## src/positional_list_stack_macros.svh

```systemverilog
`ifndef POSITIONAL_LIST_STACK_MACROS_SVH
`define POSITIONAL_LIST_STACK_MACROS_SVH

// same-cycle check, clocked on clock and held off during reset
`define PLS_ASSERT_NOW(lbl, ante, cons, msg) \
   lbl: assert property (@(posedge clock) disable iff (reset) (ante) |-> (cons)) else $error(msg);

// next-cycle check, clocked on clock and held off during reset
`define PLS_ASSERT_NEXT(lbl, ante, cons, msg) \
   lbl: assert property (@(posedge clock) disable iff (reset) (ante) |=> (cons)) else $error(msg);

`endif

```

## src/pls_pkg.sv

```systemverilog
package pls_pkg;

   localparam int DEPTH      = 16;
   localparam int DATA_WIDTH = 32;

   localparam int POS_W   = 5;
   localparam int CNT_FW  = 5;
   localparam int VAL_W   = 32;
   localparam int CNT_W   = $clog2(DEPTH + 1);
   localparam int IDX_W   = $clog2(DEPTH);
   localparam int EXT_W   = ((CNT_W > POS_W) ? CNT_W : POS_W) + 1;

   typedef enum logic [2:0] {
      CMD_PUSH   = 3'd0,
      CMD_POP    = 3'd1,
      CMD_PEEK   = 3'd2,
      CMD_INSERT = 3'd3,
      CMD_REMOVE = 3'd4,
      CMD_READ   = 3'd5,
      CMD_CLEAR  = 3'd6
   } command_type;

   typedef enum logic [1:0] {
      STAT_OK   = 2'd0,
      STAT_BAD  = 2'd1,
      STAT_FULL = 2'd2
   } status_type;

   typedef struct packed {
      command_type              command;
      logic [POS_W-1:0]         position;
      logic signed [VAL_W-1:0]  value;
   } req_type;

   typedef struct packed {
      status_type               status;
      logic signed [VAL_W-1:0]  data;
      logic [CNT_FW-1:0]        count;
   } rsp_type;

   typedef enum logic [1:0] {
      S_IDLE = 2'd0,
      S_EXEC = 2'd1,
      S_DONE = 2'd2
   } state_type;

   // controller to datapath
   typedef struct packed {
      logic load;
      logic exec;
   } pls_cmd_type;

endpackage

```

## src/positional_list_stack.sv

```systemverilog
// the request is registered, runs in S_EXEC, and the result is registered and offered in S_DONE
// a new command is taken only while idle or when the previous result is taken
// each command runs in the execute state; the cell chain shifts the entries from the addressed one on together
// reset clears the controller and the entry count; entry contents are not reset
// a request waiting during a result transfer is taken in that same cycle
module positional_list_stack
   import pls_pkg::*;
(
   input  logic    clock,
   input  logic    reset,
   input  logic    req_valid,
   output logic    req_stall,
   input  req_type req_data,
   output logic    rsp_valid,
   input  logic    rsp_stall,
   output rsp_type rsp_data
);

   pls_cmd_type cmd;

   pls_ctrl u_ctrl (
      .clock     (clock),
      .reset     (reset),
      .req_valid (req_valid),
      .req_stall (req_stall),
      .rsp_valid (rsp_valid),
      .rsp_stall (rsp_stall),
      .cmd       (cmd)
   );

   pls_datapath u_datapath (
      .clock    (clock),
      .reset    (reset),
      .cmd      (cmd),
      .req_data (req_data),
      .rsp_data (rsp_data)
   );

endmodule

```

## src/pls_ctrl.sv

```systemverilog
module pls_ctrl
   import pls_pkg::*;
(
   input  logic        clock,
   input  logic        reset,
   input  logic        req_valid,
   output logic        req_stall,
   output logic        rsp_valid,
   input  logic        rsp_stall,
   output pls_cmd_type cmd
);

   state_type state_ff, state_in;

   always_ff @(posedge clock) begin
      if (reset) begin
         state_ff <= S_IDLE;
      end else begin
         state_ff <= state_in;
      end
   end

   always_comb begin
      state_in = state_ff;
      unique case (state_ff)
         S_IDLE: begin
            if (req_valid) state_in = S_EXEC;
         end
         S_EXEC: begin
            state_in = S_DONE;
         end
         S_DONE: begin
            // result leaves; a waiting request goes straight in
            if (!rsp_stall) state_in = req_valid ? S_EXEC : S_IDLE;
         end
         default: begin
            state_in = S_IDLE;
         end
      endcase
   end

   always_comb begin
      req_stall = 1'b1;
      rsp_valid = 1'b0;
      cmd.exec  = 1'b0;
      unique case (state_ff)
         S_IDLE: begin
            req_stall = 1'b0;
         end
         S_EXEC: begin
            cmd.exec = 1'b1;
         end
         S_DONE: begin
            rsp_valid = 1'b1;
            req_stall = rsp_stall;
         end
         default: begin
            req_stall = 1'b1;
         end
      endcase
      // no request is taken while reset is held
      if (reset) req_stall = 1'b1;
      cmd.load = req_valid && !req_stall;
   end

endmodule

```

## src/pls_datapath.sv

```systemverilog
`include "positional_list_stack_macros.svh"

module pls_datapath
   import pls_pkg::*;
(
   input  logic        clock,
   input  logic        reset,
   input  pls_cmd_type cmd,
   input  req_type     req_data,
   output rsp_type     rsp_data
);

   logic [DATA_WIDTH-1:0] cells_ff [DEPTH];
   logic [DATA_WIDTH-1:0] cells_in [DEPTH];
   logic [DATA_WIDTH-1:0] shift_up [DEPTH];
   logic [DATA_WIDTH-1:0] shift_dn [DEPTH];

   req_type          req_ff;
   rsp_type          rsp_ff, rsp_in;
   logic [CNT_W-1:0] count_ff, count_in;

   logic [EXT_W-1:0]      pos_ext, cnt_ext;
   logic [POS_W-1:0]      pos_m1;
   logic [IDX_W-1:0]      idx;
   logic [DATA_WIDTH-1:0] rd_data, new_val;
   logic                  is_full, pos_ins_ok, pos_rd_ok, do_ins, do_rem;

   always_comb begin
      pos_ext    = EXT_W'(req_ff.position);
      cnt_ext    = EXT_W'(count_ff);
      pos_m1     = req_ff.position - 1'b1;
      idx        = (req_ff.command inside {CMD_PUSH, CMD_POP, CMD_PEEK}) ? '0
                                                                      : IDX_W'(pos_m1);
      rd_data    = cells_ff[idx];
      new_val    = DATA_WIDTH'($unsigned(req_ff.value));
      is_full    = (count_ff == CNT_W'(DEPTH));
      pos_ins_ok = (pos_ext != '0) && (pos_ext <= cnt_ext + 1'b1);
      pos_rd_ok  = (pos_ext != '0) && (pos_ext <= cnt_ext);
   end

   always_comb begin
      do_ins        = 1'b0;
      do_rem        = 1'b0;
      count_in      = count_ff;
      rsp_in.status = STAT_OK;
      rsp_in.data   = '0;
      unique case (req_ff.command)
         CMD_PUSH: begin
            if (is_full) begin
               rsp_in.status = STAT_FULL;
            end else begin
               do_ins   = 1'b1;
               count_in = count_ff + 1'b1;
            end
         end
         CMD_POP: begin
            if (count_ff == '0) begin
               rsp_in.status = STAT_BAD;
            end else begin
               do_rem      = 1'b1;
               count_in    = count_ff - 1'b1;
               rsp_in.data = VAL_W'(rd_data);
            end
         end
         CMD_PEEK: begin
            if (count_ff == '0) rsp_in.status = STAT_BAD;
            else rsp_in.data = VAL_W'(rd_data);
         end
         CMD_INSERT: begin
            // position is checked before fullness
            if (!pos_ins_ok) begin
               rsp_in.status = STAT_BAD;
            end else if (is_full) begin
               rsp_in.status = STAT_FULL;
            end else begin
               do_ins   = 1'b1;
               count_in = count_ff + 1'b1;
            end
         end
         CMD_REMOVE: begin
            if (!pos_rd_ok) begin
               rsp_in.status = STAT_BAD;
            end else begin
               do_rem      = 1'b1;
               count_in    = count_ff - 1'b1;
               rsp_in.data = VAL_W'(rd_data);
            end
         end
         CMD_READ: begin
            if (!pos_rd_ok) rsp_in.status = STAT_BAD;
            else rsp_in.data = VAL_W'(rd_data);
         end
         CMD_CLEAR: begin
            count_in = '0;
         end
         default: begin
            rsp_in.status = STAT_BAD;
         end
      endcase
      rsp_in.count = CNT_FW'(count_in);
   end

   // each cell takes its own value, its upper neighbor's, its lower neighbor's or the new value
   for (genvar i = 0; i < DEPTH; i++) begin : g_cell
      if (i == 0) begin : g_top
         assign shift_up[i] = new_val;
      end else begin : g_mid
         assign shift_up[i] = cells_ff[i-1];
      end
      if (i == DEPTH - 1) begin : g_bot
         assign shift_dn[i] = cells_ff[i];
      end else begin : g_rest
         assign shift_dn[i] = cells_ff[i+1];
      end
      assign cells_in[i] = (IDX_W'(i) < idx)  ? cells_ff[i] :
                           !do_ins            ? shift_dn[i] :
                           (IDX_W'(i) == idx) ? new_val     : shift_up[i];
   end

   always_ff @(posedge clock) begin
      if (cmd.load) req_ff <= req_data;
      if (cmd.exec) rsp_ff <= rsp_in;
      if (cmd.exec && (do_ins || do_rem)) cells_ff <= cells_in;
   end

   always_ff @(posedge clock) begin
      if (reset) begin
         count_ff <= '0;
      end else if (cmd.exec) begin
         count_ff <= count_in;
      end
   end

   assign rsp_data = rsp_ff;

   `PLS_ASSERT_NOW(a_count_bound, 1'b1, count_ff <= CNT_W'(DEPTH), "entry count above depth")
   `PLS_ASSERT_NEXT(a_push_grows, cmd.exec && req_ff.command == CMD_PUSH && !is_full, count_ff == $past(count_ff) + 1'b1, "push did not grow the list")
   `PLS_ASSERT_NEXT(a_clear_empties, cmd.exec && req_ff.command == CMD_CLEAR, count_ff == '0 && rsp_ff.count == '0, "clear left entries")

endmodule

```

## config.mk

```make
export PLATFORM = sky130hd
export DESIGN_NAME = positional_list_stack
export DESIGN_NICKNAME = d
export VERILOG_FILES = /design/src/pls_pkg.sv /design/src/positional_list_stack.sv /design/src/pls_ctrl.sv /design/src/pls_datapath.sv
export VERILOG_INCLUDE_DIRS = /design/src /design/src/src
export SDC_FILE = /design/constraint.sdc
export NUM_CORES = 1
export LEC_CHECK = 0
export ABC_AREA = 0
export BUFFER_PORTS_ARGS = -buffer_cell sky130_fd_sc_hd__clkbuf_2
export CAP_MARGIN = 5
export CELL_PAD_IN_SITES_DETAIL_PLACEMENT = 0
export CELL_PAD_IN_SITES_GLOBAL_PLACEMENT = 1
export CORE_MARGIN = 5
export CORE_UTILIZATION = 51
export DETAILED_ROUTE_END_ITERATION = 10
export MAX_ROUTING_LAYER = met4
export PLACE_DENSITY = 0.9
export SETUP_SLACK_MARGIN = 0.5
export SYNTH_ARGS = -nofsm -noshare
export SYNTH_HDL_FRONTEND = slang
export SYNTH_SLANG_ARGS = --single-unit
```

## constraint.sdc

```tcl
create_clock -name clock -period 7.1 [get_ports clock]
set_input_delay 0.71 -clock clock [delete_from_list [all_inputs] [get_ports clock]]
set_output_delay 0.71 -clock clock [all_outputs]
set_load 0.005 [all_outputs]
```

**Word level (Yosys, flattened, before mapping)**

Index checks and enable logic that the tools add are counted.

- Word-level logic and storage cells: 181
- Bits of input ports: 44
- Register bits: 598
- Output and inout bits: 41

- Equality and inequality tests: 26
- $lt $le $gt $ge: 19
- Multiplexer cells: 61
- Reductions and logical operators: 30
- $add $sub $neg: 4
- Bitwise logic cells: 17

Operators by type and width:

| kind | number |
|---|---|
| $mux W32 | 34 |
| $bmux W32 S4 | 1 |
| $pmux W32 S2 | 1 |
| $eq A4 B4 Y1 const A | 8 |
| $lt A4 B4 Y1 const A | 8 |
| $reduce_and A2 Y1 | 16 |
| $pmux W5 S5 | 1 |
| $mux W5 | 4 |
| $eq A3 B4 Y1 const A | 4 |
| $lt A3 B4 Y1 const A | 4 |
| $not A1 Y1 | 16 |
| $mux W1 | 10 |
| $pmux W2 S5 | 1 |
| $eq A3 B3 Y1 const B | 3 |
| $eq A2 B4 Y1 const A | 2 |
| $lt A1 B4 Y1 const A | 2 |
| $lt A2 B4 Y1 const A | 2 |
| $mux W2 | 4 |
| $add A5 B1 Y6 const B | 1 |
| $eq A3 B2 Y1 const B | 2 |
| $le A5 B6 Y1 | 1 |
| $pmux W1 S2 | 3 |
| $pmux W2 S3 | 1 |
| $add A5 B1 Y5 const B | 1 |
| other kinds (22) | 27 |

**Logic depth before layout (Yosys ltp)**

Gate-level depths: netlist (run 1).

- Depth in word-level cells: 9
- Depth in mapped cells: 16
- Depth with buffers taken out: 11

**Modules after synthesis**

A second synthesis (run 1) with hierarchy kept.

- Cell total of the unflattened synthesis: 3,211
- Area total of the unflattened synthesis: 33,779.9 um^2

By module, submodules not included:

| module | sequential area each (um^2) | cells an instance | times used | area each (um^2) |
|---|---|---|---|---|
| pls_datapath | 17,847.1 | 3,199 | 1 | 33,679.8 |
| pls_ctrl | 40.0 | 12 | 1 | 100.1 |

**Worst setup path after synthesis (run 1)**

OpenSTA, ideal clock, no wires.

- Path type: register to register
- Start: reg u_datapath.req_ff, in the netlist u_datapath.pos_ext[0]
- End: reg u_datapath.cells_ff[160] in the netlist's numbering, enable pin
- Period minus slack after synthesis: 5.878 ns
- Setup time: 0.470 ns
- Arrival time: 5.408 ns
- Buffers on the path: 4
- Slack: 1.222 ns
- Stages on the path, launching flop included: 12
- Required time: 6.630 ns
- Path through: edfxtp_1 > buf_2 > inv_1 > clkbuf_1 > clkbuf_1 > clkbuf_1 > ha_1 > or2_2 > a211o_1 > a21oi_2 > o21ai_1 > a211oi_1

- Cells in the longest elaborated chain, start to end: 7
- Elaborated cells on any way between the ends: 16
- Classes of those cells: add/sub: 1; order compare: 3; mux: 5; bitwise: 1; reduce/logical: 6

Ends and longest elaborated chain:

| item | RTL line | source |
|---|---|---|
| start: declaration | pls_datapath.sv:18 | `req_type req_ff;` |
| start signal: assignment | pls_datapath.sv:121 | `if (cmd.load) req_ff <= req_data;` |
| parallel branches: the longest is 6 deep, another holds $sub A4 B1 Y4 | n/a |  |
| $reduce_and A2 Y1 (no source line) * | n/a |  |
| end signal: assignment | pls_datapath.sv:123 | `if (cmd.exec && (do_ins \|\| do_rem)) cells_ff <= cells_in;` |
| end: declaration | pls_datapath.sv:13 | `logic [DATA_WIDTH-1:0] cells_ff [DEPTH];` |

Mark *: on every way between the ends.
A chain may end at the register's enable or synchronous reset.

**Worst setup path after layout (run 1)**

- Start: reg u_datapath.count_ff[2]
- End: reg u_datapath.cells_ff[250] in the netlist's numbering, enable pin

- Cells in the longest elaborated chain, start to end: 8
- Elaborated cells on any way between the ends: 16
- Classes of those cells: add/sub: 1; order compare: 2; eq/ne: 1; mux: 6; reduce/logical: 6

Ends and longest elaborated chain:

| item | RTL line | source |
|---|---|---|
| start: declaration | pls_datapath.sv:20 | `logic [CNT_W-1:0] count_ff, count_in;` |
| start signal: assignment | pls_datapath.sv:130 | `count_ff <= count_in;` |
| $add A5 B1 Y6 | pls_datapath.sv:37 | `pos_ins_ok = (pos_ext != '0) && (pos_ext <= cnt_ext + 1'b1);` |
| $le A5 B6 Y1 | pls_datapath.sv:37 |  |
| $logic_and A1 B1 Y1 | pls_datapath.sv:37 |  |
| $mux W1 | pls_datapath.sv:71 | `if (!pos_ins_ok) begin` |
| $pmux W1 S2 | pls_datapath.sv:47 | `unique case (req_ff.command)` |
| $logic_or A1 B1 Y1 * | pls_datapath.sv:123 |  |
| $logic_and A1 B1 Y1 * | pls_datapath.sv:123 |  |
| $reduce_and A2 Y1 (no source line) * | n/a |  |

Mark *: on every way between the ends. The rest lies on a longest branch, timed or not.

==> results of run 1 <==
## final cells by class
class / count / area (µm²) / share of cell area
Clock inverter: 41 / 410 / 0.0109
Antenna cell: 1 / 2.50 / 0.0000665
Timing Repair Buffer: 146 / 973 / 0.0259
Tap cell: 873 / 1090 / 0.0290
Inverter: 19 / 71.3 / 0.00190
Multi-Input combinational cell: 2448 / 15400 / 0.409
Clock buffer: 81 / 1790 / 0.0476
Sequential cell: 598 / 17900 / 0.475
## per-stage QoR
stage               cell area [µm²]  setup slack (ns)  hold slack, ns  power [W]
global route                  37600              1.75           0.258    0.00878
detailed placement            35400              2.08           0.501    0.00500
floorplan                     34400              1.22           0.471    0.00470
finish                        37600              1.98           0.258    0.00852
CTS                           37600              2.07           0.237    0.00853
global placement              35400              2.09           0.497    0.00499
## layer usage
layer  vias to the layer above  wire length [µm]  track usage
li1                      12243                 -            -
met1                     13218             44500        0.407
met2                      1523             47200        0.425
met3                       233             11200       0.0544
met4                         0              3330       0.0916
met5                         -                 0            -
## cell usage in the layout, fill, tap and decap left out, types with 69 or more instances in the layout
master,Yosys,layout
sky130_fd_sc_hd__a211oi_1,92,89
sky130_fd_sc_hd__clkbuf_16,0,69
sky130_fd_sc_hd__clkbuf_2,0,84
sky130_fd_sc_hd__edfxtp_1,591,591
sky130_fd_sc_hd__mux2_2,69,69
sky130_fd_sc_hd__mux2i_1,476,476
sky130_fd_sc_hd__nand2_1,760,753
sky130_fd_sc_hd__o21ai_0,458,458
sky130_fd_sc_hd__o21ai_1,77,76
sky130_fd_sc_hd__o22ai_1,85,85
## power breakdown
group	total (W)	switching, W	internal [W]
clock	0.00357	0.00150	0.00206
combinational	0.000881	0.000602	0.000280
sequential	0.00407	0.0000924	0.00398
## synth_stat cells (7+ instances only)
master,n,area share
sky130_fd_sc_hd__nor3_1,32,0.0046
sky130_fd_sc_hd__nor2b_1,68,0.012
sky130_fd_sc_hd__a211oi_1,92,0.020
sky130_fd_sc_hd__nand2_1,760,0.083
sky130_fd_sc_hd__inv_1,19,0.0021
sky130_fd_sc_hd__a21oi_1,57,0.0083
sky130_fd_sc_hd__nand3_1,8,0.0012
sky130_fd_sc_hd__mux2_2,69,0.023
sky130_fd_sc_hd__ha_1,14,0.0051
sky130_fd_sc_hd__dfxtp_1,7,0.0041
sky130_fd_sc_hd__a2111oi_0,8,0.0020
sky130_fd_sc_hd__or3_1,39,0.0071
sky130_fd_sc_hd__buf_1,19,0.0021
sky130_fd_sc_hd__buf_6,18,0.0059
sky130_fd_sc_hd__o21ai_1,77,0.011
sky130_fd_sc_hd__o21ai_0,458,0.067
sky130_fd_sc_hd__nor2_1,42,0.0046
sky130_fd_sc_hd__nor4_1,18,0.0033
sky130_fd_sc_hd__buf_4,16,0.0035
sky130_fd_sc_hd__buf_2,46,0.0067
sky130_fd_sc_hd__edfxtp_1,591,0.52
sky130_fd_sc_hd__o22ai_1,85,0.015
sky130_fd_sc_hd__a31oi_1,65,0.012
sky130_fd_sc_hd__clkbuf_1,209,0.023
sky130_fd_sc_hd__mux2i_1,476,0.14
## flip-flops by register name (all words and copies together), names as in the netlist
signal,cells
u_ctrl.state_ff,2
u_datapath.cells_ff,512
u_datapath.count_ff,5
u_datapath.new_val,32
u_datapath.pos_ext,5
u_datapath.req_ff,3
u_datapath.rsp_data,39
## worst register-to-register path, stage by stage, from the launching register on
cell	delay (ns)
sky130_fd_sc_hd__dfxtp_1	0.57
sky130_fd_sc_hd__nand3_1	0.15
sky130_fd_sc_hd__xnor2_1	0.38
sky130_fd_sc_hd__inv_1	0.09
sky130_fd_sc_hd__ha_1	0.30
sky130_fd_sc_hd__a21o_1	0.18
sky130_fd_sc_hd__a21oi_1	0.15
sky130_fd_sc_hd__a21o_1	0.43
sky130_fd_sc_hd__a31o_2	0.23
sky130_fd_sc_hd__buf_4	0.50
sky130_fd_sc_hd__o21ai_4	0.39
sky130_fd_sc_hd__a21oi_4	1.05
sky130_fd_sc_hd__buf_4	0.40
## final timing paths
| kind | from | end | slack [ns] | cells past startpoint |
|---|---|---|---|---|
| worst max register to register | u_datapath.count_ff[2] | u_datapath.cells_ff[250] | 1.98 | 12 |
| worst max-delay path | u_datapath.count_ff[2] | u_datapath.cells_ff[250] | 1.98 | 12 |
| worst min register to register | u_ctrl.state_ff[1] | u_ctrl.state_ff[1] | 0.52 | 2 |
| worst min-delay path | req_data[5] | u_datapath.new_val[5] | 0.26 | 1 |
## cell families (layout without fill, tap and decap cells)
| family | Yosys count | in the layout |
|---|---|---|
| other cells | 0 | 1 |
| xor+xnor | 8 | 8 |
| mux | 546 | 546 |
| simple gates | 1003 | 1003 |
| flops | 598 | 598 |
| fa+ha+maj | 14 | 14 |
| compound gates | 877 | 877 |
| buf+inv | 327 | 287 |
==> qor.tcl, run 1 <==
set qor(outcome) {completed}
set qor(dp.cells) 4084
set qor(initial_core_util) 0.514
set qor(synthAdderAreaFrac) 0.00508
set qor(maxSlewHeadroom) 0.202
set qor(worst_slew_pin_slew_ns) 1.20
set qor(numPortBuffers) 84
set qor(setup.worst_path.class) {reg2reg}
set qor(data_required_time_at_the_worst_endpoint_ns) 7.40
set qor(synth_cell_types) 64
set qor(dp_hpwl_um) 61500
set qor(cts-root-buf) {sky130_fd_sc_hd__clkbuf_16}
set qor(grt_antenna_before_repair) 1
set qor(worstPathCellList) {nand3_1, xnor2_1, inv_1, ha_1, a21o_1, a21oi_1, a21o_1, a31o_2, buf_4, o21ai_4, a21oi_4, buf_4}
set qor(worst_hold_path_type) {in2reg}
set qor(postRouteWirelength_um) 106000
set qor(timing.critical_path.arrival_ns) 5.42
set qor(clk-insertion-delay-late_ns) 0.62
set qor(combinational_family_with_the_most_area_after_synthesis) {multiplexers}
set qor(yosys.area_share.xor_xnor) 0.00203
set qor(grt_pass1_vias) 25379
set qor(grt_first_pass_wirelength_um) 159000
set qor(grt_start_max_net_pins) 288
set qor(layout_min_cycle_time_ns) 5.12
set qor(fillerInstances) 5879
set qor(finalCoreUtilization) 0.561
set qor(initial_detailed_routing_violation_count) 3859
set qor(report.final.hold_viol_count) 0
set qor(postCtsResizedCells) 0
set qor(first_pass_iters) 6
set qor(leakage_power_figure_nw) 15.0
set qor(worst_setup_hold_path_clk_slew_ns) 0.06
set qor(clk_path_buf_depth) 3
set qor(slowest_stage) {sky130_fd_sc_hd__a21oi_4}
set qor(ys_ff_latch) 598
set qor(setup_repair_after_global_routing_missed_its_margin) {no}
set qor(number_of_enable_flip_flop_cells_after_synthesis) 591
set qor(synthArstFlopShare) 0
set qor(power_density_nw_per_um2) 226
set qor(synth.mux.area_fraction) 0.161
set qor(postSynthCellCount) 3373
set qor(drc) 0
set qor(die-width_um) 270
set qor(layout_worst_path_cycle_share) 0.721
set qor(row_count) 95
set qor(fmaxAchievable_ghz) 0.195
set qor(skew_ns) 0.0241
set qor(design.core.area_um2) 67000
set qor(drive_above_1_share) 0.112
set qor(crit_path_max_incr_delay_ns) 1.03
set qor(synth-simple-area-share) 0.125
set qor(cp_num_buf_inv) 3
set qor(cts.repair_timing.setup_buffer_count) 0
set qor(critical_path.startpoint_type) {register}
set qor(ctsHtreeMaxLevel) 3
set qor(drv_slew) 0
set qor(critical_path_peak_fanout) 37
set qor(count_of_antenna_violating_nets_left_after_detailed_routing) 0
set qor(io_pins) 85
set qor(kind_of_cell_with_the_highest_combined_delay_on_the_critical_path) {compound AO/OA/AOI/OAI gates}
set qor(vdd.ir_drop.worst_mv) 0.195
set qor(overflow) 0
set qor(cts_inserted_buffers) 67
set qor(synthToLayoutAreaGrowth_pct) 9.24
set qor(dr_total_vias) 27217
set qor(cts_tree) {built}
set qor(drv.max_cap_violation_count) 0
set qor(post_syn_nets) 3431
set qor(post_cts_hold_buffer_count) 0
set qor(syn_avg_cell_area_um2) 10.2
set qor(cts_num_sinks) 598
set qor(cp-end-kind) {register}
set qor(final_net_count) 3338
set qor(grtUsageTotal) 0.288
set qor(vias_per_cell) 6.47
set qor(post_synthesis_sequential_area_ratio) 0.519
set qor(synth_area_in_compound_gates) 0.144
set qor(place_congestion) 0.888
set qor(route.detailed.wl_per_inst_um) 25.3
set qor(design.die.area_um2) 72800
set qor(synth-warning-count) 0
set qor(non_filler_instance_count_after_layout) 4207
set qor(setup_viol) 0
set qor(synth_area_um2) 34400
set qor(dominant_register_cell_in_the_synthesized_netlist) {sky130_fd_sc_hd__edfxtp_1}
set qor(fin_tns_setup_ns) 0
set qor(die_height_um) 270
Note: power is estimated with default switching activity, not from simulation.
==> run 2: changes to the inputs <==
Settings changed: CORE_UTILIZATION 51 to 46, PLACE_DENSITY 0.9 to 0.86.
Clock period 7.1 ns to 4.3 ns, I/O delays scaled along.
==> qor.tcl, run 2 (synthesis gave the netlist of run 1 again) <==
set qor(postRouteWirelength_um) 114000 ;# +7.4%
set qor(leakage_power_figure_nw) 15.5 ;# +3.8%
set qor(setup.worst_path.class) {reg2reg}
set qor(place_congestion) 0.890 ;# +0.25%
set qor(layout_worst_path_cycle_share) 0.882 ;# +0.161
set qor(clk_path_buf_depth) 3 ;# unchanged
set qor(fin_tns_setup_ns) 0 ;# unchanged
set qor(report.final.hold_viol_count) 0 ;# unchanged
set qor(worst_setup_hold_path_clk_slew_ns) 0.06 ;# about the same
set qor(drv.max_cap_violation_count) 0 ;# unchanged
set qor(initial_core_util) 0.464 ;# -0.0503
set qor(cts_num_sinks) 598 ;# unchanged
set qor(synthToLayoutAreaGrowth_pct) 12.9
set qor(crit_path_max_incr_delay_ns) 0.92 ;# -0.11 ns
set qor(design.core.area_um2) 74300 ;# +11%
set qor(power_density_nw_per_um2) 367 ;# +62%
set qor(final_critical_path_setup_slack_ns) 0.508 ;# -1.47 ns
set qor(m1WireLength_um) 46500 ;# +4.4%
set qor(slowest_stage) {sky130_fd_sc_hd__nand2b_4}
set qor(met2_wirelength_um) 50900 ;# +7.7%
set qor(maxSlewHeadroom) 0.296 ;# +0.0944
set qor(layout.cells.most_common) {sky130_fd_sc_hd__nand2_1}
set qor(critical_path_peak_fanout) 32 ;# -14%
set qor(vdd.ir_drop.worst_mv) 0.249 ;# +28%
set qor(grt_antenna_before_repair) 3 ;# +2
set qor(registers.top_by_ff_count) {u_datapath.cells_ff}
set qor(critical_path.startpoint_type) {register}
set qor(timing.critical_path.arrival_ns) 4.14 ;# -1.28 ns
set qor(dp_hpwl_um) 64600 ;# +5.0%
set qor(worst_slew_pin_slew_ns) 1.06 ;# -0.142 ns
set qor(drv_slew) 0 ;# unchanged
set qor(dr_wl_met3_um) 12900 ;# +15%
set qor(row_count) 100 ;# +5.3%
set qor(largest_register_ffs) 512 ;# unchanged
set qor(fin_worst_hold_slack_ns) 0.0304 ;# -0.228 ns
set qor(clk-insertion-delay-late_ns) 0.64 ;# +0.02 ns
set qor(io_pins) 85 ;# unchanged
set qor(skew_ns) 0.0286 ;# +0.00444 ns
set qor(first_pass_iters) 6 ;# unchanged
set qor(kind_of_cell_with_the_highest_combined_delay_on_the_critical_path) {simple AND/OR/NAND/NOR gates}
set qor(die-width_um) 284 ;# +5.1%
set qor(highest-signal-layer) {met4}
set qor(cts-root-buf) {sky130_fd_sc_hd__clkbuf_16}
set qor(worst_hold_path_type) {in2reg}
set qor(worstPathCellList) {inv_2, ha_1, xor2_1, nand2_1, o21ai_4, nand2b_4, mux2i_1, o21ai_0}
set qor(setup_viol) 0 ;# unchanged
set qor(cp_num_buf_inv) 1 ;# -2
set qor(vias_per_cell) 6.31 ;# -2.4%
set qor(design.die.area_um2) 80500 ;# +10%
set qor(setup_repair_after_global_routing_missed_its_margin) {yes}
set qor(fillerInstances) 6561 ;# +12%
set qor(grt_start_max_net_pins) 179 ;# -38%
set qor(outcome) {completed}
set qor(final_net_count) 3445 ;# +3.2%
set qor(grt_first_pass_wirelength_um) 169000 ;# +6.4%
set qor(dp.cells) 4232 ;# +3.6%
set qor(ff_latch_area_um2) 17900 ;# about the same
set qor(dpl_worst_slack_ns) 0.336 ;# -1.74 ns
set qor(drive_above_1_share) 0.126 ;# +0.0145
set qor(rrSetupSlack_ns) 0.51 ;# -1.47 ns
set qor(ctsHtreeMaxLevel) 3 ;# unchanged
set qor(cts_tree) {built}
set qor(fmaxAchievable_ghz) 0.264 ;# +35%
set qor(multi_input_comb_area_um2) 15500 ;# +0.32%
set qor(non_filler_instance_count_after_layout) 4411 ;# +4.8%
set qor(cts_inserted_buffers) 71 ;# +6.0%
set qor(layout_min_cycle_time_ns) 3.79 ;# -1.33 ns
set qor(numPortBuffers) 84 ;# unchanged
set qor(initial_detailed_routing_violation_count) 3615 ;# -6.3%
set qor(most-common-layout-cells) {753 x sky130_fd_sc_hd__nand2_1, 591 x sky130_fd_sc_hd__edfxtp_1, 476 x sky130_fd_sc_hd__mux2i_1}
set qor(count_of_antenna_violating_nets_left_after_detailed_routing) 0 ;# unchanged
set qor(route.detailed.wl_per_inst_um) 25.9 ;# +2.5%
set qor(data_required_time_at_the_worst_endpoint_ns) 4.65 ;# -2.75 ns
set qor(dr_total_vias) 27839 ;# +2.3%
set qor(cp-end-kind) {register}
set qor(die_height_um) 284 ;# +5.1%
set qor(grtUsageTotal) 0.280 ;# -0.00888
set qor(grt_pass1_vias) 26048 ;# +2.6%
set qor(overflow) 0 ;# unchanged
set qor(drc) 0 ;# unchanged
## run 2: cell types whose count changed in the layout (fill, tap and decap cells not counted), moves of 2 or more
cell | before | now
sky130_fd_sc_hd__buf_12 | 7 | 15
sky130_fd_sc_hd__buf_16 | 0 | 4
sky130_fd_sc_hd__buf_4 | 55 | 107
sky130_fd_sc_hd__buf_6 | 0 | 2
sky130_fd_sc_hd__bufinv_16 | 7 | 5
sky130_fd_sc_hd__clkbuf_1 | 10 | 21
sky130_fd_sc_hd__clkbuf_16 | 69 | 73
sky130_fd_sc_hd__clkbuf_8 | 2 | 0
sky130_fd_sc_hd__clkinv_2 | 15 | 6
sky130_fd_sc_hd__dlygate4sd3_1 | 0 | 36
sky130_fd_sc_hd__inv_6 | 1 | 4
sky130_fd_sc_hd__nor3_2 | 5 | 2
sky130_fd_sc_hd__nor3_4 | 1 | 4
## run 2: report_power, final
| group | switching, W | leakage [nW] | internal [W] | total [W] |
|---|---|---|---|---|
| clock network | 0.00255 | 1.07 | 0.00340 | 0.00595 |
| logic | 0.00106 | 9.04 | 0.000539 | 0.00160 |
| registers | 0.000144 | 5.43 | 0.00657 | 0.00671 |
## run 2: final cells by class
type	instances	share of cell area
well taps	969	0.0312
diodes	2	0.000129
clock buffers	93	0.0484
multi-input cells	2448	0.397
inverters	19	0.00183
clock inverters	33	0.00853
flip-flops and latches	598	0.460
repair buffers	249	0.0525
## run 2: timing repair
action / CTS / global route
hold buffers: 36 / 0
endpoints found under the setup margin: 138 / 578
endpoints found under the hold margin: 36 / 0
gates cloned: 0 / 1
pin swaps: 2 / 2
buffers inserted: 7 / 7
gates resized for setup: 1 / 10
## run 2: layer usage
metal / vias to the layer above / track usage
met5: - / -
met4: 0 / 0.0931
met3: 262 / 0.0586
met2: 1621 / 0.414
met1: 13499 / 0.386
li1: 12457 / -
## run 2: path summary, 6_finish.rpt
path	from	end	cells past startpoint
max	u_datapath.pos_ext[0]	u_datapath.cells_ff[402]	8
min	req_data[32]	u_datapath.pos_ext[0]	1
max reg2reg	u_datapath.pos_ext[0]	u_datapath.cells_ff[402]	8
min reg2reg	u_ctrl.state_ff[1]	u_ctrl.state_ff[1]	2
## run 2: through the flow
stage	instance area, µm²	total power [W]	utilization
after floorplan	34700	0.00777	-
after global placement	36100	0.00832	0.486
after detailed placement	36100	0.00835	0.486
after CTS	38800	0.0143	0.521
after global routing	38900	0.0147	0.523
final	38900	0.0143	0.523
